===== src/design/fgr_pkg.sv =====
// ----------------------------------------------------------------------------
// fgr_pkg
// Shared types and fixed constants of the grouped, rounded FIR filter.
// ----------------------------------------------------------------------------
package fgr_pkg;

	localparam int SAMPLE_W    = 16;
	localparam int TAP_INDEX_W = 9;
	localparam int ACC_W       = 32;
	localparam int GROUP_LOG   = 3;
	localparam int PART_SHIFT  = 6;
	localparam int OUT_SHIFT   = 9;
	localparam int DRAIN_CYCLES = 3;

	localparam logic [ACC_W-1:0] ACC_INIT  = ACC_W'(1 << 10);
	localparam logic [ACC_W-1:0] ROUND_ADD = ACC_W'(1 << 7);

	typedef enum logic {
		REQ_SAMPLE = 1'b0,
		REQ_COEF   = 1'b1
	} req_t;

	typedef enum logic [1:0] {
		ST_IDLE,
		ST_RUN,
		ST_DRAIN,
		ST_LOAD
	} seq_state_t;

	// sequencer to datapath control
	typedef struct packed {
		logic start;
		logic load;
		logic valid;
		logic odd;
		logic group_end;
		logic hist_ok;
	} mac_ctl_t;

endpackage


===== src/design/fgr_mac.sv =====
// ----------------------------------------------------------------------------
// fgr_mac
// Shared multiply-accumulate datapath: one 16x16 product per cycle, even/odd
// partial sums per group of eight, rounding and the output register.
// ----------------------------------------------------------------------------
module fgr_mac
	import fgr_pkg::*;
(
	input  logic                clk,
	input  logic                arst_n,
	input  mac_ctl_t            ctl,
	input  logic [SAMPLE_W-1:0] tap_rdata,
	input  logic [SAMPLE_W-1:0] hist_rdata,
	input  logic                rsp_stall,
	output logic                rsp_valid,
	output logic [SAMPLE_W-1:0] sample_out
);

	mac_ctl_t         ctl_s1, ctl_s2, ctl_s3;
	logic [ACC_W-1:0] prod_s2;
	logic [ACC_W-1:0] even_q, odd_q;
	logic [ACC_W-1:0] rnd_e_q, rnd_o_q;
	logic [ACC_W-1:0] acc_q;
	logic [ACC_W-1:0] part_e, part_o;
	logic             rsp_valid_q;
	logic [SAMPLE_W-1:0] sample_out_q;

	assign part_e = ACC_W'($signed(rnd_e_q) >>> PART_SHIFT);
	assign part_o = ACC_W'($signed(rnd_o_q) >>> PART_SHIFT);

	always_ff @(posedge clk or negedge arst_n) begin
		if (!arst_n) begin
			ctl_s1      <= '0;
			ctl_s2      <= '0;
			ctl_s3      <= '0;
			rsp_valid_q <= 1'b0;
		end else begin
			ctl_s1 <= ctl;
			ctl_s2 <= ctl_s1;
			ctl_s3 <= ctl_s2;
			if (ctl.load) begin
				rsp_valid_q <= 1'b1;
			end else if (rsp_valid_q && !rsp_stall) begin
				rsp_valid_q <= 1'b0;
			end
		end
	end

	always_ff @(posedge clk) begin
		// history entries not yet filled read as zero
		prod_s2 <= ctl_s1.hist_ok ?
			ACC_W'($signed(tap_rdata) * $signed(hist_rdata)) : '0;

		if (ctl.start) begin
			even_q <= '0;
			odd_q  <= '0;
		end else if (ctl_s2.valid) begin
			if (ctl_s2.group_end) begin
				rnd_e_q <= even_q + ROUND_ADD;
				rnd_o_q <= odd_q + prod_s2 + ROUND_ADD;
				even_q  <= '0;
				odd_q   <= '0;
			end else if (ctl_s2.odd) begin
				odd_q <= odd_q + prod_s2;
			end else begin
				even_q <= even_q + prod_s2;
			end
		end

		if (ctl.start) begin
			acc_q <= ACC_INIT;
		end else if (ctl_s3.valid && ctl_s3.group_end) begin
			acc_q <= acc_q + part_e + part_o;
		end

		if (ctl.load) begin
			sample_out_q <= acc_q[OUT_SHIFT +: SAMPLE_W];
		end
	end

	assign rsp_valid  = rsp_valid_q;
	assign sample_out = sample_out_q;

endmodule


===== config.mk =====
export PLATFORM = sky130hd
export DESIGN_NAME = fgr_mac
export DESIGN_NICKNAME = d
export VERILOG_FILES = /design/src/design/fgr_pkg.sv /design/src/design/fgr_mac.sv
export SDC_FILE = /design/constraint.sdc
export NUM_CORES = 1
export LEC_CHECK = 0
export ABC_CLOCK_PERIOD_IN_PS = 4150
export BUFFER_PORTS_ARGS = -buffer_cell sky130_fd_sc_hd__buf_2
export CAP_MARGIN = 10
export CORE_ASPECT_RATIO = 0.9
export CORE_MARGIN = 10
export CORE_UTILIZATION = 25
export DETAILED_ROUTE_END_ITERATION = 8
export GPL_TIMING_DRIVEN = 0
export PLACE_DENSITY = 0.41
export SLEW_MARGIN = 20
export SYNTH_ARGS = -nofsm -noshare
export SYNTH_HDL_FRONTEND = slang
export SYNTH_SLANG_ARGS = --single-unit

===== constraint.sdc =====
create_clock -name clk -period 4.15 [get_ports clk]
set_input_delay 0.6225 -clock clk [delete_from_list [all_inputs] [get_ports clk]]
set_output_delay 0.6225 -clock clk [all_outputs]
set_load 0.02 [all_outputs]

======== Word level (Yosys, flattened, before mapping) ========
Index checks and enable logic that the tools add are counted.
storage, ports and cells
  register bits ........................... 218
  bits of input ports ..................... 41
  output and inout port bits .............. 17
  logic and storage cells ................. 40
operators by class
  add/sub/neg operators ................... 6
  multipliers ............................. 1
  eq/ne operators ......................... 1
  mux-type cells .......................... 6
  bitwise gates (word level) .............. 1
  reduce and logical (&&, ||, !) cells .... 8
operators by type and width
  kind                                            number
  adder 32 bit                                    4
  two-way mux 32 bit                              4
  adder 32 x 8 -> 32 bit (second input constant)  2
  multiplier 16 x 16 -> 32 bit                    1
  AND reduction 2 bit                             2
  nonzero test 2 bit                              2
  AND reduction 3 bit                             1
  logical AND 1 bit                               2
  two-way mux 1 bit                               2
  != test 2 bit (second input constant)           1
  logical NOT 1 bit                               1
  inverter 1 bit                                  1

======== Longest topological paths before layout ========
Gate-level depths: netlist of the first run.
  depth in word-level cells ............... 4
  mapped depth ............................ 24
  gate-level depth less buffers ........... 23

======== Worst setup path after synthesis of the first run ========
OpenSTA, ideal clock, no wires.
  kind .................................... in2reg
  from .................................... in tap_rdata[10]
  to ...................................... reg prod_s2[30]
  setup time .............................. 0.115 ns
  arrival ................................. 6.267 ns
  slack ................................... -2.232 ns
  cell stages on the path ................. 20
  buffers on the path ..................... 1
  cells stage by stage .................... clkbuf_1 > nand2_1 > fa_1 > fa_1 > fa_1 > fa_1 > inv_1 > fa_1 > fa_1 > ha_1 > a21o_1 > a21oi_1 > nand2_1 > o22ai_1 > nor4_1 > o41a_1 > a221o_1 > a21oi_1 > xnor2_1 > and2_1
on the way
  word-level cells in the longest chain between the ends .. 1
RTL lines
  item                          RTL line       RTL
  start, declared               fgr_mac.sv:12  input logic [SAMPLE_W-1:0] tap_rdata,
  multiplier 16 x 16 -> 32 bit  fgr_mac.sv:52  ACC_W'($signed(tap_rdata) * $signed(hist_rdata)) : '0;
  end signal, assigned          fgr_mac.sv:51  prod_s2 <= ctl_s1.hist_ok ?
  end, declared                 fgr_mac.sv:20  logic [ACC_W-1:0] prod_s2;
No other way between the ends.
A chain may end at the register's enable or synchronous reset.

======== Worst setup path in the final report of the first run ========
  from .................................... in hist_rdata[4]
  to ...................................... reg prod_s2[29]
on the way
  word-level cells in the longest chain between the ends .. 1
RTL lines
  item                          RTL line       RTL
  start, declared               fgr_mac.sv:13  input logic [SAMPLE_W-1:0] hist_rdata,
  multiplier 16 x 16 -> 32 bit  fgr_mac.sv:52
No other way between the ends.

==> results of run 1 <==
-- layout by cell type (no fill, tap or decap), types with 63 or more instances in the layout --
cell type,netlist,layout
nand2_1,226,211
dfxtp_1,118,118
fa_1,283,260
ha_1,165,146
inv_1,324,300
xnor2_1,99,94
a21oi_1,107,94
edfxtp_1,66,66
and2_1,140,127
nor2_1,137,130
buf_4,1,63
-- cells in the mapped netlist (all sizes together) (13+ instances only) --
cell / count
a21o: 57
a21oi: 107
a22oi: 48
a31oi: 16
and2: 140
and3: 19
clkbuf: 66
dfxtp: 118
edfxtp: 66
fa: 283
ha: 165
inv: 324
nand2: 226
nand2b: 19
nand3: 32
nor2: 137
nor2b: 13
nor3: 23
o211ai: 14
o21a: 20
o21ai: 51
o21bai: 13
xnor2: 100
xor2: 52
-- per-stage QoR --
stage	cell area, µm²	worst slack [ps]	utilization (%)	std cells
after floorplan	21700	-1910	-	2267
after global placement	23400	-2660	27.7	3457
after detailed placement	23500	-2730	27.8	3459
after CTS	25200	-1790	29.9	3546
after global routing	25700	-1930	30.4	3566
final	25700	-1790	30.4	3567
-- power by group through the flow --
stage | clock network [µW] | logic [µW] | registers (µW)
after detailed placement | 0 | 16600 | 2640
after global placement | 0 | 16400 | 2640
after global routing | 1790 | 22500 | 2630
after CTS | 1730 | 18600 | 2600
after floorplan | 0 | 13200 | 2550
final | 1650 | 20100 | 2590
-- metal layers --
layer / global-route usage, % / vias to the layer above / routed length, µm
met2: 20.5 / 219 / 27700
met1: 16.9 / 7588 / 29300
met4: 2.60 / 0 / 726
li1: - / 7773 / -
met5: 0 / - / 0
met3: 1.18 / 37 / 1290
-- registers in the layout, indices dropped and copies added, names as in the netlist --
| register | cells |
|---|---|
| ctl_s3 | 2 |
| acc_q | 25 |
| odd_q | 31 |
| ctl_s2 | 3 |
| even_q | 31 |
| rsp_valid | 1 |
| prod_s2 | 31 |
| rnd_o_q | 25 |
| sample_out | 16 |
| ctl_s1 | 4 |
| rnd_e_q | 25 |
-- critical path, delay by kind of cell --
family,cells,cell delay (ps)
buf+inv,5,520
simple gates,2,300
fa+ha+maj,7,3280
compound gates,7,1410
xor+xnor,1,160
-- final timing paths --
path	end	slack, ps	cells after the start	start
worst min-delay path	rsp_valid	30	1	arst_n
max in group asynchronous	ctl_s2[3]	3900	1	arst_n
min in group clk	ctl_s1[2]	260	1	ctl[2]
worst min register to register	ctl_s2[3]	350	0	ctl_s1[3]
worst max register to register	rnd_o_q[29]	250	13	prod_s2[0]
worst max-delay path	prod_s2[29]	-1790	22	hist_rdata[4]
-- cell families (layout without fill, tap and decap cells) --
kind of cell,Yosys count,in the layout,synth area share (%)
AOI/OAI and AO/OA,408,408,13.3
xor gates and xnor gates,152,152,6.29
adders and majority gates,448,448,36.3
buffers and inverters,398,564,7.10
DFF,194,194,21.6
muxes,4,4,0.200
other,0,1,0
and+or+nand+nor,663,663,15.2
-- layout make-up --
| cell class | instances | area, µm² | area share, % |
|---|---|---|---|
| clock inverter | 14 | 143 | 0.555 |
| tap | 1133 | 1420 | 5.52 |
| multi-input combinational | 1675 | 15900 | 61.8 |
| buffer | 74 | 790 | 3.07 |
| sequential | 194 | 4590 | 17.9 |
| clock buffer | 18 | 429 | 1.67 |
| antenna | 1 | 2.50 | 0.00974 |
| inverter | 324 | 1220 | 4.75 |
| timing repair buffer | 134 | 1200 | 4.69 |
-- what timing repair did --
action | in CTS | in global routing
buffers inserted | 55 | 20
endpoints found under the setup margin | 25 | 33
hold buffers | 0 | 0
pin swaps | 45 | 74
gates resized for setup | 165 | 98
==> metrics.txt, run 1 <==
pin count of the biggest net entering global routing 26; Unique masters post-synth 81; VDD IR max 1010 µV; GR Overflow Total 0; Clock Tree Buf Depth 2; All-Layer GR Usage 12.2%; worst hold path type input port to async pin; Final Skew 8.11 ps; CTS HTree Levels 4; CP Capture Type register; clk slew on worst S/H paths 70 ps; WL/cell 16.5 µm; Die Span X 327 µm; switching fraction of total power 47.4%; Worst path max stage delay 560 ps; Leakage 0.0115 µW; floorplan row count 101; post-route setup TNS -26950 ps; final worst-path cycle share 143%; Initial Utilization 25.2%; Core Box Area 84400 µm²; nets 2909; global-route wire length before repair 95.3 mm; PwrDens 949 nW/µm²; status finished, violations left; RSZ-0062 raised after global routing true; clock sink total 194; Die H 297 µm; arrival time at the worst endpoint 6300 ps; Die ar. 97200 µm²; Gate Count Post-Synth 2267; Fillers 8876; worst-path cell chain buf_12, clkbuf_16, and2_4, fa_1, inv_1, fa_1, fa_2, fa_1, inv_1, fa_1, fa_1, ha_4, a21o_1, a21oi_4, buf_6, o21ai_4, o311a_4, o31ai_4, a21o_1, o211ai_1, xor2_1, and2_1; Critical Path RT 4510 ps; critical path class input port to register; clock share of power 6.8%; Inserted Clock Buffers 17; vias in the first global route 16900; synth warn 0; CTS tree yes; synth top area cells fa_1 27%, dfxtp_1 11%, ha_1 9.7%; Pint 12800 µW; total power draw 24400 µW; mapped cell area 21300 µm²; IO Pins 58; Worst path slowest cell fa_1; clock latency on the worst-skew pair 460 ps; Post-synth EDFFs 66; post-route DRC violation count 0; failing checks setup timing; Worst setup SP type input port; Avg Cell Area, Syn 9.38 µm²; clock root buffer master clkbuf_16; Top cell by count, worst path fa_1; Area growth syn-to-layout 20.8%; crit path max fanout 7; Psw 11500 µW; DR vias 15600; Final ANT Viol Nets 0; share of cells above drive strength 1 15.3%; Port Buffers 57; initial antenna violation count 0; Max Cap Viol 0; Worst slew margin 35.3%; 1st-pass router iterations 5; actual slew at the worst max-slew pin 970 ps; Synth area leader fa_1; worst setup margin -1790 ps; post-detail-place hpwl 49.4 mm; crit path time final 5940 ps; Via density 4.38; syn_nets 2756; Final Slew Violations 0; sequential fraction of design power 10.6%; setup violators final 22; post-synth top area share 26.6%; Fmax 168 MHz; Hold Violations, Final 0; drt initial violations 634; Final Wtd Congestion 0.889; ys flop type dfxtp_1; post-synthesis register bit count 194; ys async rst share 5.15%; Fin Hold WS 33.5 ps; final wirelength 59.0 mm; combinational power share 82.6%; post-synthesis sequential area ratio 21.6%
(Power assumes the default switching activity.)
==> run 2: changes to the inputs <==
Settings changed: SKIP_LAST_GASP set to 1.
==> run 2 against run 1 <==
Against the previous run:
- the run still ends with setup timing left
- worst hold slack got worse by 1.1 ps
- setup slack got worse by 12 ps
- clock skew barely moved
- combinational power barely moved
- maximum frequency fell by 0.19%
- first-iteration DRC count rose by 2.8%
- design area barely moved
- total power fell by 0.15%
- critical endpoint unchanged
- largest cell class unchanged
- highest routed layer unchanged
==> metrics.txt, run 2 (same netlist as run 1, synthesis figures left out) <==
status finished, violations left; actual slew at the worst max-slew pin 963 ps (-7.00 ps); clock sink total 194 (unchanged); failing checks setup timing; Clock Tree Buf Depth 2 (unchanged); multi-input logic area 15900 µm² (about the same); commonest non-fill, non-tap cell in the layout inv_1; Hold Violations, Final 0 (unchanged); Worst slew margin 35.8% (+0.47 points); worst setup margin -1800 ps (-11.6 ps); R2R setup slack 260 ps (about the same); Final Skew 7.90 ps (-0.215 ps); Leakage 0.0115 µW (about the same); Critical R2R Launch prod_s2[0]; sequential fraction of design power 10.6% (about the same); total power draw 24300 µW (-0.15%); setup violators final 22 (unchanged); worst hold path type input port to async pin; Port Buffers 57 (unchanged); Placed Cells 3459 (unchanged); Critical R2R Capture rnd_o_q[29]; Final Slew Violations 0 (unchanged); nets 2908 (-0.034%); crit path time final 5950 ps (+11.6 ps); CTS Hold Buffers Added 0 (unchanged); CP Capture Type register; CTS HTree Levels 4 (unchanged); global-route wire length before repair 95.2 mm (about the same); top flop regs even_q (31), odd_q (31), prod_s2 (31); clock latency on the worst-skew pair 460 ps (about the same); All-Layer GR Usage 12.2% (about the same); final instance area 25700 µm² (about the same); VDD IR max 1020 µV (+1.7%); Die Span X 327 µm (unchanged); critical path class input port to register; Cell Area, Placed 23500 µm² (unchanged); GR Overflow Total 0 (unchanged); final wirelength 59.1 mm (+0.17%); switching fraction of total power 47.4% (about the same); most frequent cells in the layout 301 x inv_1, 260 x fa_1, 211 x nand2_1, 145 x ha_1, 130 x nor2_1; drt initial violations 652 (+2.8%); Critical Path RT 4510 ps (about the same); arrival time at the worst endpoint 6310 ps (about the same); 1st-pass router iterations 4 (-1); Max Cap Viol 0 (unchanged); clk slew on worst S/H paths 70 ps (about the same); share of cells above drive strength 1 15.1% (-0.16 points); Die ar. 97200 µm² (unchanged); Die H 297 µm (unchanged); pin count of the biggest net entering global routing 26 (unchanged); PwrDens 947 nW/µm² (-0.19%); Final ANT Viol Nets 0 (unchanged); Initial Utilization 25.2% (unchanged); Fillers 8878 (+0.023%); post-detail-place hpwl 49.4 mm (unchanged); Core Box Area 84400 µm² (unchanged); clock share of power 6.8% (about the same); floorplan row count 101 (unchanged); clock root buffer master clkbuf_16; WL/cell 16.6 µm (+0.20%); Pint 12800 µW (-0.13%); Place WS -2730 ps (unchanged); Area growth syn-to-layout 20.8% (about the same); CTS tree yes; vias in the first global route 16900 (+0.0059%); final worst-path cycle share 143% (+0.28 points); Final Wtd Congestion 0.889 (unchanged); post-route DRC violation count 0 (unchanged); crit path max fanout 7 (unchanged); DR vias 15600 (-0.20%); IO Pins 58 (unchanged); final core utilization 30.4% (about the same); Inserted Clock Buffers 17 (unchanged); Worst setup SP type input port; initial antenna violation count 0 (unchanged); Psw 11500 µW (-0.18%); Reg area 4590 µm² (unchanged); worst reg-to-reg path cell count 12 (-1); RSZ-0062 raised after global routing true; combinational power share 82.6% (about the same); Via density 4.37 (-0.18%); Fmax 168 MHz (-0.19%); final std cells w/o fill 3566 (-0.028%)
run 2: power groups by stage:
stage,clock network (µW),registers [µW],logic (µW)
after global routing,1790,2630,22400
after floorplan,0,2550,13200
after CTS,1730,2600,18400
after detailed placement,0,2640,16600
after global placement,0,2640,16400
final,1650,2590,20100
run 2: final cells by class:
type                       instances  share of cell area (%)
multi-input combinational       1675                    61.9
sequential                       194                    17.9
tap                             1133                    5.52
inverter                         324                    4.75
timing repair buffer             133                    4.67
buffer                            74                    3.08
clock buffer                      18                    1.67
clock inverter                    14                   0.555
antenna                            1                 0.00974
run 2: per-layer routing:
layer	vias up	share of wire, %	GRT usage (%)
li1	7771	-	-
met1	7596	49	16.9
met2	185	47	20.5
met3	33	2.3	1.18
met4	0	1.2	2.60
met5	-	0	0
run 2: repair_timing:
item                                    in CTS  in global routing
setup buffers                               55                 19
pin swaps                                   44                 75
resized for setup                          160                104
endpoints found under the setup margin      25                 33
run 2: per-stage QoR:
step	hold slack (ps)	setup TNS, ps
5_1_grt	47.8	-29980
2_1_floorplan	327	-26780
4_1_cts	27.0	-26110
3_3_place_gp	335	-132720
6_report	32.4	-26890
3_5_place_dp	336	-44620
run 2: worst max path at each step:
stage	startpoint	to	slack [ps]
floorplan	tap_rdata[11]	prod_s2[30]	-1910
detailed placement	tap_rdata[8]	prod_s2[29]	-2730
global placement	tap_rdata[8]	prod_s2[30]	-2660
CTS	hist_rdata[4]	prod_s2[30]	-1790
finish	hist_rdata[4]	prod_s2[29]	-1800
global route	hist_rdata[4]	prod_s2[29]	-1930
run 2: critical path, cell delays in order:
cell,delay [ps]
buf_12,120
clkbuf_16,160
and2_4,140
fa_1,530
inv_1,50
fa_1,510
fa_2,480
fa_1,560
inv_1,50
fa_1,450
fa_1,540
ha_4,210
a21o_1,180
a21oi_4,220
buf_6,140
o21ai_4,60
o311a_4,400
o31ai_4,220
a21o_1,210
o211ai_1,140
xor2_1,160
and2_1,160
