===== config.mk =====
export PLATFORM = sky130hd
export DESIGN_NAME = fgr_ctrl
export DESIGN_NICKNAME = d
export VERILOG_FILES = /design/src/design/fgr_pkg.sv /design/src/design/fgr_ctrl.sv
export SDC_FILE = /design/constraint.sdc
export NUM_CORES = 1
export LEC_CHECK = 0
export BUFFER_PORTS_ARGS = -buffer_cell sky130_fd_sc_hd__buf_2
export CORE_MARGIN = 2
export CORE_UTILIZATION = 50
export CTS_BUF_LIST = sky130_fd_sc_hd__clkbuf_8
export DETAILED_ROUTE_END_ITERATION = 10
export PLACE_DENSITY = 0.8
export SLEW_MARGIN = 10
export SYNTH_ARGS = -nofsm -noshare
export SYNTH_HDL_FRONTEND = slang
export SYNTH_SLANG_ARGS = --single-unit

===== constraint.sdc =====
create_clock -name clk -period 1.7 [get_ports clk]
set_input_delay 0.085 -clock clk [delete_from_list [all_inputs] [get_ports clk]]
set_output_delay 0.085 -clock clk [all_outputs]
set_load 0.01 [all_outputs]

===== src/design/fgr_pkg.sv =====
// ----------------------------------------------------------------------------
// fgr_pkg
// Shared types and fixed constants of the grouped, rounded FIR filter.
// ----------------------------------------------------------------------------
package fgr_pkg;

	localparam int SAMPLE_W    = 16;
	localparam int TAP_INDEX_W = 9;
	localparam int ACC_W       = 32;
	localparam int GROUP_LOG   = 3;
	localparam int PART_SHIFT  = 6;
	localparam int OUT_SHIFT   = 9;
	localparam int DRAIN_CYCLES = 3;

	localparam logic [ACC_W-1:0] ACC_INIT  = ACC_W'(1 << 10);
	localparam logic [ACC_W-1:0] ROUND_ADD = ACC_W'(1 << 7);

	typedef enum logic {
		REQ_SAMPLE = 1'b0,
		REQ_COEF   = 1'b1
	} req_t;

	typedef enum logic [1:0] {
		ST_IDLE,
		ST_RUN,
		ST_DRAIN,
		ST_LOAD
	} seq_state_t;

	// sequencer to datapath control
	typedef struct packed {
		logic start;
		logic load;
		logic valid;
		logic odd;
		logic group_end;
		logic hist_ok;
	} mac_ctl_t;

endpackage


===== src/design/fgr_ctrl.sv =====
// ----------------------------------------------------------------------------
// fgr_ctrl
// Sequencer: accepts transactions, walks all taps once per sample and keeps
// the circular history pointers and fill count.
// ----------------------------------------------------------------------------
module fgr_ctrl
	import fgr_pkg::*;
#(
	parameter int TAPS = 496
) (
	input  logic                     clk,
	input  logic                     arst_n,
	input  logic                     req_valid,
	output logic                     req_stall,
	input  logic                     req_type,
	input  logic [TAP_INDEX_W-1:0]   tap_index,
	input  logic                     rsp_valid,
	input  logic                     rsp_stall,
	output logic                     tap_we,
	output logic [$clog2(TAPS)-1:0]  tap_waddr,
	output logic [$clog2(TAPS)-1:0]  tap_raddr,
	output logic                     hist_we,
	output logic [$clog2(TAPS)-1:0]  hist_waddr,
	output logic [$clog2(TAPS)-1:0]  hist_raddr,
	output mac_ctl_t                 ctl
);

	localparam int AW = $clog2(TAPS);
	localparam int FW = $clog2(TAPS + 1);
	localparam int XW = (AW > TAP_INDEX_W) ? AW : TAP_INDEX_W;
	localparam logic [AW-1:0] LAST_TAP = AW'(TAPS - 1);

	seq_state_t      state_q, state_d;
	logic [AW-1:0]   k_q;
	logic [1:0]      drn_q;
	logic [AW-1:0]   wp_q;
	logic [AW-1:0]   hptr_q;
	logic [FW-1:0]   fill_q;
	logic            accept;
	logic            is_coef;
	logic            out_free;
	logic [XW-1:0]   idx_ext;

	assign accept   = req_valid && !req_stall;
	assign is_coef  = req_t'(req_type) == REQ_COEF;
	assign out_free = !rsp_valid || !rsp_stall;
	assign idx_ext  = XW'(tap_index);

	always_comb begin
		state_d = state_q;
		unique case (state_q)
			ST_IDLE: begin
				if (accept && !is_coef) begin
					state_d = ST_RUN;
				end
			end
			ST_RUN: begin
				if (k_q == LAST_TAP) begin
					state_d = ST_DRAIN;
				end
			end
			ST_DRAIN: begin
				if (drn_q == 2'(DRAIN_CYCLES - 1)) begin
					state_d = ST_LOAD;
				end
			end
			ST_LOAD: begin
				if (out_free) begin
					state_d = ST_IDLE;
				end
			end
			default: state_d = ST_IDLE;
		endcase
	end

	always_comb begin
		req_stall     = state_q != ST_IDLE;
		tap_we        = accept && is_coef && (idx_ext < XW'(TAPS));
		tap_waddr     = idx_ext[AW-1:0];
		tap_raddr     = k_q;
		hist_we       = accept && !is_coef;
		hist_waddr    = wp_q;
		hist_raddr    = hptr_q;
		ctl.start     = accept && !is_coef;
		ctl.load      = (state_q == ST_LOAD) && out_free;
		ctl.valid     = state_q == ST_RUN;
		ctl.odd       = k_q[0];
		ctl.group_end = &k_q[GROUP_LOG-1:0];
		ctl.hist_ok   = FW'(k_q) < fill_q;
	end

	always_ff @(posedge clk or negedge arst_n) begin
		if (!arst_n) begin
			state_q <= ST_IDLE;
			k_q     <= '0;
			drn_q   <= '0;
			wp_q    <= '0;
			hptr_q  <= '0;
			fill_q  <= '0;
		end else begin
			state_q <= state_d;
			if (accept && !is_coef) begin
				// newest sample lands at wp, the walk starts there going back in time
				hptr_q <= wp_q;
				wp_q   <= (wp_q == LAST_TAP) ? '0 : wp_q + 1'b1;
				k_q    <= '0;
				drn_q  <= '0;
				if (fill_q != FW'(TAPS)) begin
					fill_q <= fill_q + 1'b1;
				end
			end
			if (state_q == ST_RUN) begin
				k_q    <= k_q + 1'b1;
				hptr_q <= (hptr_q == '0) ? LAST_TAP : hptr_q - 1'b1;
			end
			if (state_q == ST_DRAIN) begin
				drn_q <= drn_q + 1'b1;
			end
		end
	end

endmodule


; Yosys cells after proc, flatten, opt, wreduce, memory -nomap -nowiden
; Index checks and enable logic that the tools add are counted.
; Widths: inputs -> output; s select.
[word_totals]
register_bits = 40
inputBits = 15
out_inout_bits = 45
elab_cells = 55
[classes]
add_sub_neg = 5
order_cmp = 2
eq_ne = 11
mux = 13
n_reduce_logical = 18
[op_table]
columns = cell, count
row1 = $mux 9, 6
row2 = $add 9x1->9 const B, 3
row3 = $eq 9x9->1 const B, 2
row4 = $mux 2, 6
row5 = $logic_not 9->1, 1
row6 = $lt 9x9->1, 1
row7 = $lt 9x9->1 const B, 1
row8 = $ne 9x9->1 const B, 1
row9 = $sub 9x1->9 const B, 1
row10 = $pmux 2 s4, 1
row11 = $eq 2x2->1 const B, 3
row12 = $ne 2x2->1 const B, 3
row13 = $reduce_bool 2->1, 3
row14 = $logic_and 1x1->1, 5
row15 = $logic_not 1->1, 4
row16 = $reduce_and 4->1, 1
row17 = $reduce_and 3->1, 1
row18 = $add 2x1->2 const B, 1
row19 = $eq 2x1->1 const B, 1
row20 = $logic_not 2->1, 1
row21 = $ne 2x1->1 const B, 1
row22 = $reduce_and 2->1, 1
row23 = $logic_or 1x1->1, 1

; Logic depth before layout (Yosys ltp)
; Gate-level depths: netlist (run 1).
[depth]
ltp_word = 6
depth_mapped = 8

; Worst setup path after synthesis (run 1)
; OpenSTA, ideal clock, no wires.
[synth_path]
kind = register to register
from = register hptr_q[3], in the netlist hist_raddr[3]
to = register hptr_q[4], in the netlist hist_raddr[4]
setup_ps = 135
arrival_time_ps = 1674
t_required_ps = 1565
slack_ps = -110
path_stages_with_launch = 5
path_buffers = 0
path_cell_list = dfrtp_1 or4_4 or4_4 nand3_1 o21ai_0
[synth_via]
elab_chain_len = 3
word_cells_on_any_way = 4
[synth_lines]
columns = element, line_no
row1 = "start, declared", fgr_ctrl.sv:37  ; logic [AW-1:0] hptr_q;
row2 = "start signal, assigned", fgr_ctrl.sv:104  ; hptr_q <= wp_q;
row3 = "start signal, assigned", fgr_ctrl.sv:114  ; hptr_q <= (hptr_q == '0) ? LAST_TAP : hptr_q - 1'b1;
row4 = $sub 9x1->9 / $logic_not 9->1 (equally long branches), fgr_ctrl.sv:114
row5 = $mux 9 *, fgr_ctrl.sv:114
row6 = $mux 9 *, fgr_ctrl.sv:112  ; if (state_q == ST_RUN) begin
; Mark *: on every way between the ends. The rest lies on a longest branch, timed or not.
; A chain may end at the register's enable or synchronous reset.

==> flow_summary_export.csv, run 1 <==
group,metric,value,unit
die,ios,60,
setup_path,r2r_slack,0,ns
routing,wl,6400,um
worst_hold_path,min_path_cells,0,
global_routing,busiest_layer,"met2",
die,die_x,73.6,um
global_routing,grt_use_met1,0.299,
setup_path,critical_path.max_fanout,2,
synth,synth_cells,257,
global_routing,grtUsageMet2,0.402,
timing,fmax,577,MHz
setup_path,worstReg2RegStart,"state_q[0]$_DFFE_PN0P_",
setup_path,worst_ep_required_time,1.62,ns
place,hpwl,4200,um
clock_tree,h-tree-depth,2,
global_routing,grt_pass1_wl,9890,um
timing,fin_skew,0.00974,ns
die,die_h,73.6,um
power_and_ir_drop,ir_drop,0.398,mV
power_and_ir_drop,leakagePower,1.63,nW
synth,syn-num-nets,291,
run_status,status,"finished with violations",
synth,synth_ff_type,"dfrtp_1",
worst_hold_path,hp-class,"in2out",
power_and_ir_drop,p_per_area,526,nW/um^2
timing,max_slew_margin,0.660,
synth,avgSynthCellArea,9.43,um^2
setup_path,cp-start-kind,"flop",
setup_path,cp_slowest_stage_delay,0.40,ns
setup_path,critical_path_class,"reg2out",
place,portBuffers,51,
timing,worst_pin_slew,0.509,ns
clock_tree,cts_buffers,5,
routing,num_vias,2289,
clock_tree,clockBufferDepth,2,
setup_path,arrival,1.65,ns
cells_and_area,final_cells,401,
die,fp.coreArea,4690,um^2
run_status,violations,"setup timing",
timing,fin_crit,1.73,ns
clock_tree,insertion_delay,0.31,ns
global_routing,grt_pass1_vias,2133,
global_routing,gr-total-overflow,0,
timing,rsz0062_at_grt,"true",
global_routing,antenna_found_initial,0,
timing,worst_slack,-0.0345,ns
synth,synth_edf_count,0,
global_routing,grt.total_usage,0.238,
routing,wl_per_cell,16.0,um
routing,drt_iter0_drc,107,
timing,hold_violations,0,
synth,yosys.area.top_type_share,0.413,
setup_path,cp_num_buf_inv,2,
global_routing,grt_max_degree,41,
clock_tree,clock_sinks,40,
cells_and_area,nNetsFinal,380,
setup_path,r2r-end,"tap_raddr[8]$_DFFE_PN0P_",
setup_path,cp_cell_sequence,"buf_6, ha_4, a21o_1, a31oi_2, o21ai_2, a31oi_1, buf_2",
timing,finalMaxSlewViolations,0,
cells_and_area,diodes,0,
flow_run,maxCapViolations,0,
die,die_area,5420,um^2
synth,ys_warn_count,0,
synth,synth_commonest_cells,"40 x dfrtp_1, 24 x nand2_1, 19 x ha_1",
cells_and_area,drive_gt1_frac,0.418,
cells_and_area,fill_cells,338,
synth,yosys-top-cells-area,"dfrtp_1 41%, ha_1 9.8%, xnor2_1 5.4%",
synth,synth_top_area_cell,"dfrtp_1",
cells_and_area,seq_area,1000,um^2
power_and_ir_drop,total_power,1.77,mW
place,placed_cells,374,
clock_tree,path_clk_slew,0.08,ns
die,rows,25,
clock_tree,cts_root_buf,"clkbuf_8",
routing,drc,0,
synth,synth.ff_latch_count,40,
cells_and_area,multi_input_area,1450,um^2
clock_tree,cts_tree,"built",
synth,seq_area_frac_synth,0.413,
synth,yosysMostFrequentCell,"dfrtp_1",
routing,drt-pass1-iter-count,4,
cells_and_area,area_growth,39.2,%
timing,setup_viol,2,
setup_path,cpLargestDelayFamily,"compound AO/OA/AOI/OAI gates",
timing,post-route-period-util,1.02,
setup_path,reg2reg_depth,6,
place,gp_congestion,0.868,
die,start_util,0.516,
synth,syn_area,2420,um^2
setup_path,cp_slowest_cell,"dfrtp_1",
routing,drt-vias-per-instance,5.71,
global_routing,use_met3,0.0521,
setup_path,end_kind,"output port",
routing,ant_nets,0,
synth,async_flop_share,1.00,
worst_hold_path,min-delay-start,"tap_index[1]",
synth,synthDistinctLibCells,41,
worst_hold_path,min_to,"tap_waddr[1]",
-- how the worst max path moves through the flow --
stage / depth (start not counted) / start / end
final: 7 / tap_raddr[1]$_DFFE_PN0P_ / ctl[0]
after global routing: 7 / fill_q[2]$_DFFE_PN0P_ / ctl[0]
after CTS: 7 / fill_q[2]$_DFFE_PN0P_ / ctl[0]
after detailed placement: 6 / state_q[1]$_DFFE_PN0P_ / hist_waddr[3]$_DFFE_PN0P_
after global placement: 5 / tap_raddr[0]$_DFFE_PN0P_ / state_q[1]$_DFFE_PN0P_
after floorplan: 4 / hist_raddr[6]$_DFFE_PN0P_ / hist_raddr[4]$_DFFE_PN0P_
-- per-stage QoR --
| stage | instance area (um^2) | hold WS, ns | setup WS [ns] | util | TNS [ns] |
|---|---|---|---|---|---|
| after global placement | 2890 | 0.170 | 0.00162 | 0.616 | 0 |
| after CTS | 3180 | 0.170 | -0.0339 | 0.678 | -0.0427 |
| after detailed placement | 2890 | 0.170 | -0.0787 | 0.616 | -0.424 |
| after floorplan | 2420 | -0.211 | -0.0107 | - | -0.0107 |
| final | 3370 | 0.170 | -0.0345 | 0.718 | -0.0386 |
| after global routing | 3370 | 0.170 | -0.0964 | 0.718 | -0.467 |
-- layer usage --
metal | part of all wire | vias to the layer above
li1 | - | 1083
met1 | 0.40 | 1088
met2 | 0.51 | 92
met3 | 0.060 | 26
met4 | 0.028 | 0
met5 | 0 | -
-- registers in the layout, summed over array words and instances, names as in the netlist --
| name | count |
|---|---|
| tap_raddr | 9 |
| state_q | 2 |
| hist_waddr | 9 |
| fill_q | 9 |
| drn_q | 2 |
| hist_raddr | 9 |
-- power by group --
| group | internal, mW | switching (mW) | total [mW] | leakage (nW) |
|---|---|---|---|---|
| Sequential | 0.951 | 0 | 0.951 | 0.477 |
| Clock | 0.430 | 0.348 | 0.778 | 0.0593 |
| Combinational | 0.0161 | 0.0290 | 0.0450 | 1.09 |
-- cells in the final DEF (no fill, tap or decap), types with 8 or more instances in the layout --
cell type  count
nand3_1       10
mux2i_1        8
xnor2_1       15
ha_1          12
buf_4         42
a31oi_1        8
dfrtp_1       38
buf_2         52
nor2_1        12
o21ai_0       11
inv_1         13
nand2_1       23
-- cells by family (layout without fill, tap and decap cells) --
| logic type | Yosys count | count (layout) | synth area share |
|---|---|---|---|
| AOI/OAI and AO/OA | 49 | 49 | 0.126 |
| adders and majority gates | 19 | 19 | 0.0981 |
| muxes | 12 | 12 | 0.0511 |
| xor gates and xnor gates | 17 | 17 | 0.0615 |
| buffers and inverters | 37 | 127 | 0.0744 |
| and+or+nand+nor | 83 | 83 | 0.176 |
| DFF | 40 | 40 | 0.413 |
-- worst reg2reg max path: cells and delay by family, from the launching register on --
kind	cells	cell delay (ns)
adders and majority gates	1	0.37
muxes	1	0.19
and+or+nand+nor	3	0.62
DFF	1	0.34
buffers and inverters	1	0.12
-- final cells by class --
cell class | count | share of cell area
inverter | 18 | 0.0200
multi-input combinational | 180 | 0.431
clock buffer | 5 | 0.0204
clock inverter | 3 | 0.0115
sequential | 40 | 0.298
tap | 54 | 0.0200
timing repair buffer | 101 | 0.199
-- timing repair --
action / 4_1_cts / 5_1_grt
hold endpoints to repair: 40 / 0
pin swaps: 8 / 7
setup buffers: 14 / 4
endpoints found under the setup margin: 11 / 30
gates resized for setup: 16 / 28
hold buffers: 1 / 0
gates cloned: 0 / 1
Note: power is estimated with default switching activity, not from simulation.
==> inputs of run 2 (changes only) <==
- ABC_AREA: default -> 1
- CORE_UTILIZATION: 50 -> 56
- PLACE_DENSITY: 0.8 -> 0.83
- clock period: 1.7 -> 1.9 ns (I/O delays scaled with it)
==> run 2 against run 1 <==
  * Design area decreased by 9.9%
  * Synthesized cell count increased by 39%
  * Hold slack gained 0.020 ns
  * Register-to-register slack gained 0.24 ns
  * The flow now finishes without violations
  * Largest power group is now combinational logic
  * First-iteration DRC count rose by 74%
  * Clock power shrank 24%
  * Combinational power rose to 51 times the previous value
  * Sequential share of layout area rose by 3.2 points
  * Via count grew 8.2%
==> flow_summary_export.csv, run 2 <==
group,metric,value,unit
routing,ant_nets,0,
synth,avgSynthCellArea,7.43,um^2
clock_tree,cts_root_buf,"clkbuf_8",
setup_path,end_kind,"output port",
setup_path,cp-start-kind,"flop",
synth,yosys.area.top_type_share,0.378,
clock_tree,clock_sinks,40,
cells_and_area,diodes,0,
routing,num_vias,2477,
cells_and_area,layout_commonest_cell,"nand2_1",
cells_and_area,drive_gt1_frac,0.221,
power_and_ir_drop,switchingPower,2.09,mW
synth,ys_warn_count,0,
synth,seq_area_frac_synth,0.378,
routing,drt_iter0_drc,186,
timing,holdWs,0.190,ns
global_routing,antenna_found_initial,0,
die,die_area,5300,um^2
flow_run,maxCapViolations,0,
setup_path,worst_ep_required_time,1.80,ns
global_routing,grt_pass1_vias,2188,
cells_and_area,fill_cells,399,
synth,synth_ff_type,"dfrtp_1",
routing,drc,0,
power_and_ir_drop,p_sw_frac,0.469,
synth,synth_edf_count,0,
timing,max_slew_margin,0.650,
global_routing,grt_max_degree,41,
clock_tree,insertion_delay,0.29,ns
power_and_ir_drop,leakagePower,1.60,nW
cells_and_area,final_cell_mix,"91 x nand2_1, 51 x buf_2, 39 x dfrtp_1",
synth,synthDistinctLibCells,32,
power_and_ir_drop,clkPwrFrac,0.133,
clock_tree,cts_tree,"built",
timing,setup_viol,0,
synth,synth_commonest_cells,"91 x nand2_1, 40 x dfrtp_1, 38 x nor2_1",
cells_and_area,seq_area,1000,um^2
synth,synth_cells,357,
timing,fin_crit,1.77,ns
die,die_h,72.8,um
setup_path,critical_path_class,"reg2out",
synth,syn_area,2650,um^2
synth,yosysMostFrequentCell,"nand2_1",
die,die_x,72.8,um
power_and_ir_drop,p_per_area,1470,nW/um^2
setup_path,r2r_slack,0.24,ns
cells_and_area,multi_input_area,1380,um^2
synth,synth_top_area_cell,"dfrtp_1",
timing,setup_tns,0,ns
power_and_ir_drop,pwr-share-seq,0.349,
clock_tree,path_clk_slew,0.07,ns
timing,fin_skew,0.00574,ns
synth,async_flop_share,1.00,
cells_and_area,finalCoreUtilization,0.656,
timing,worst_pin_slew,0.525,ns
setup_path,critical_path.max_fanout,13,
timing,rsz0062_at_grt,"false",
routing,drt-vias-per-instance,5.36,
global_routing,grt_pass1_wl,9600,um
power_and_ir_drop,p_comb_frac,0.518,
global_routing,grt.total_usage,0.229,
die,ios,60,
clock_tree,clockBufferDepth,2,
routing,wl_per_cell,12.6,um
synth,yosys-top-cells-area,"dfrtp_1 38%, nand2_1 13%, ha_1 9.0%",
cells_and_area,area_growth,14.5,%
timing,fmax,565,MHz
worst_hold_path,hp-class,"in2out",
place,portBuffers,51,
synth,synth.ff_latch_count,40,
setup_path,arrival,1.68,ns
die,start_util,0.573,
power_and_ir_drop,p_int,2.37,mW
timing,hold_violations,0,
timing,finalMaxSlewViolations,0,
routing,wl,5810,um
run_status,status,"finished, final reports clean",
clock_tree,cts_buffers,5,
synth,syn-num-nets,391,
clock_tree,h-tree-depth,2,
die,rows,25,
power_and_ir_drop,ir_drop,0.653,mV
timing,post-route-period-util,0.932,
global_routing,gr-total-overflow,0,
place,gp_congestion,0.881,
routing,drt-pass1-iter-count,4,
die,fp.coreArea,4630,um^2
cells_and_area,nNetsFinal,441,
place,hpwl,4290,um
power_and_ir_drop,total_power,4.46,mW
==> run 2: changes by cell type in the layout (fill, tap and decap cells not counted), sizes merged, moves of 9 or more <==
cell,previous run,this run
nor2,13,38
xnor2,15,0
inv,19,44
buf,100,58
o21ai,13,31
a31oi,10,1
nand3,12,27
nand2,24,97
==> run 2: per-stage QoR <==
| step | area [um^2] | setup WS [ns] | std cells |
|---|---|---|---|
| 2_1_floorplan | 2650 | 0.403 | 357 |
| 3_3_place_gp | 2900 | 0.274 | 450 |
| 3_5_place_dp | 2900 | 0.164 | 450 |
| 4_1_cts | 3000 | 0.00869 | 459 |
| 5_1_grt | 3040 | 0.00394 | 462 |
| 6_report | 3040 | 0.129 | 462 |
==> run 2: power by group through the flow <==
stage / Combinational [mW] / Clock, mW / Sequential, mW
after floorplan: 1.53 / 0 / 1.58
after global placement: 2.17 / 0 / 1.56
after detailed placement: 2.23 / 0 / 1.57
after CTS: 2.25 / 0.599 / 1.55
after global routing: 2.65 / 0.626 / 1.61
final: 2.31 / 0.591 / 1.55
==> run 2: timing repair <==
item / CTS / global route
setup endpoints to repair: 0 / 4
hold buffers: 1 / 0
buffers inserted: 0 / 3
gates resized for setup: 0 / 3
endpoints found under the hold margin: 40 / 0
==> run 2: metal layers <==
metal	share of wire	vias up	wire (um)	track usage
li1	-	1244	-	-
met1	0.47	1138	2750	0.327
met2	0.45	85	2630	0.353
met3	0.063	10	368	0.0401
met4	0.012	0	70	0.0802
met5	0	-	0	0
==> run 2: critical path, stage by stage (launching register included) <==
cell and delay (ns):
dfrtp_1 0.42, inv_1 0.10, ha_1 0.26, nand3_4 0.19, inv_2 0.13, buf_4 0.16
buf_2 0.14
==> run 2: worst paths after layout <==
kind,startpoint,end,cells past startpoint
setup / recovery,state_q[0]$_DFFE_PN0P_,hist_we,6
hold / removal,tap_index[0],tap_waddr[0],0
setup reg to reg,state_q[0]$_DFFE_PN0P_,tap_raddr[8]$_DFFE_PN0P_,9
hold reg to reg,drn_q[0]$_DFFE_PN0P_,drn_q[0]$_DFFE_PN0P_,1
max in group asynchronous,arst_n,tap_raddr[4]$_DFFE_PN0P_,3
min in group asynchronous,arst_n,hist_waddr[7]$_DFFE_PN0P_,3
==> run 2: layout make-up <==
class	count	area share
Sequential cell	40	0.330
Clock inverter	2	0.00330
Multi-Input combinational cell	255	0.455
Clock buffer	6	0.0272
Timing Repair Buffer	59	0.105
Tap cell	54	0.0223
Inverter	46	0.0577
==> run 2: logic make-up after synthesis <==
group,count (synthesis),share of synthesized area
fa+ha+maj,19,0.0897
buf+inv,62,0.107
xor+xnor,7,0.0231
simple gates,182,0.302
flops,40,0.378
mux,1,0.00378
compound gates,46,0.0972
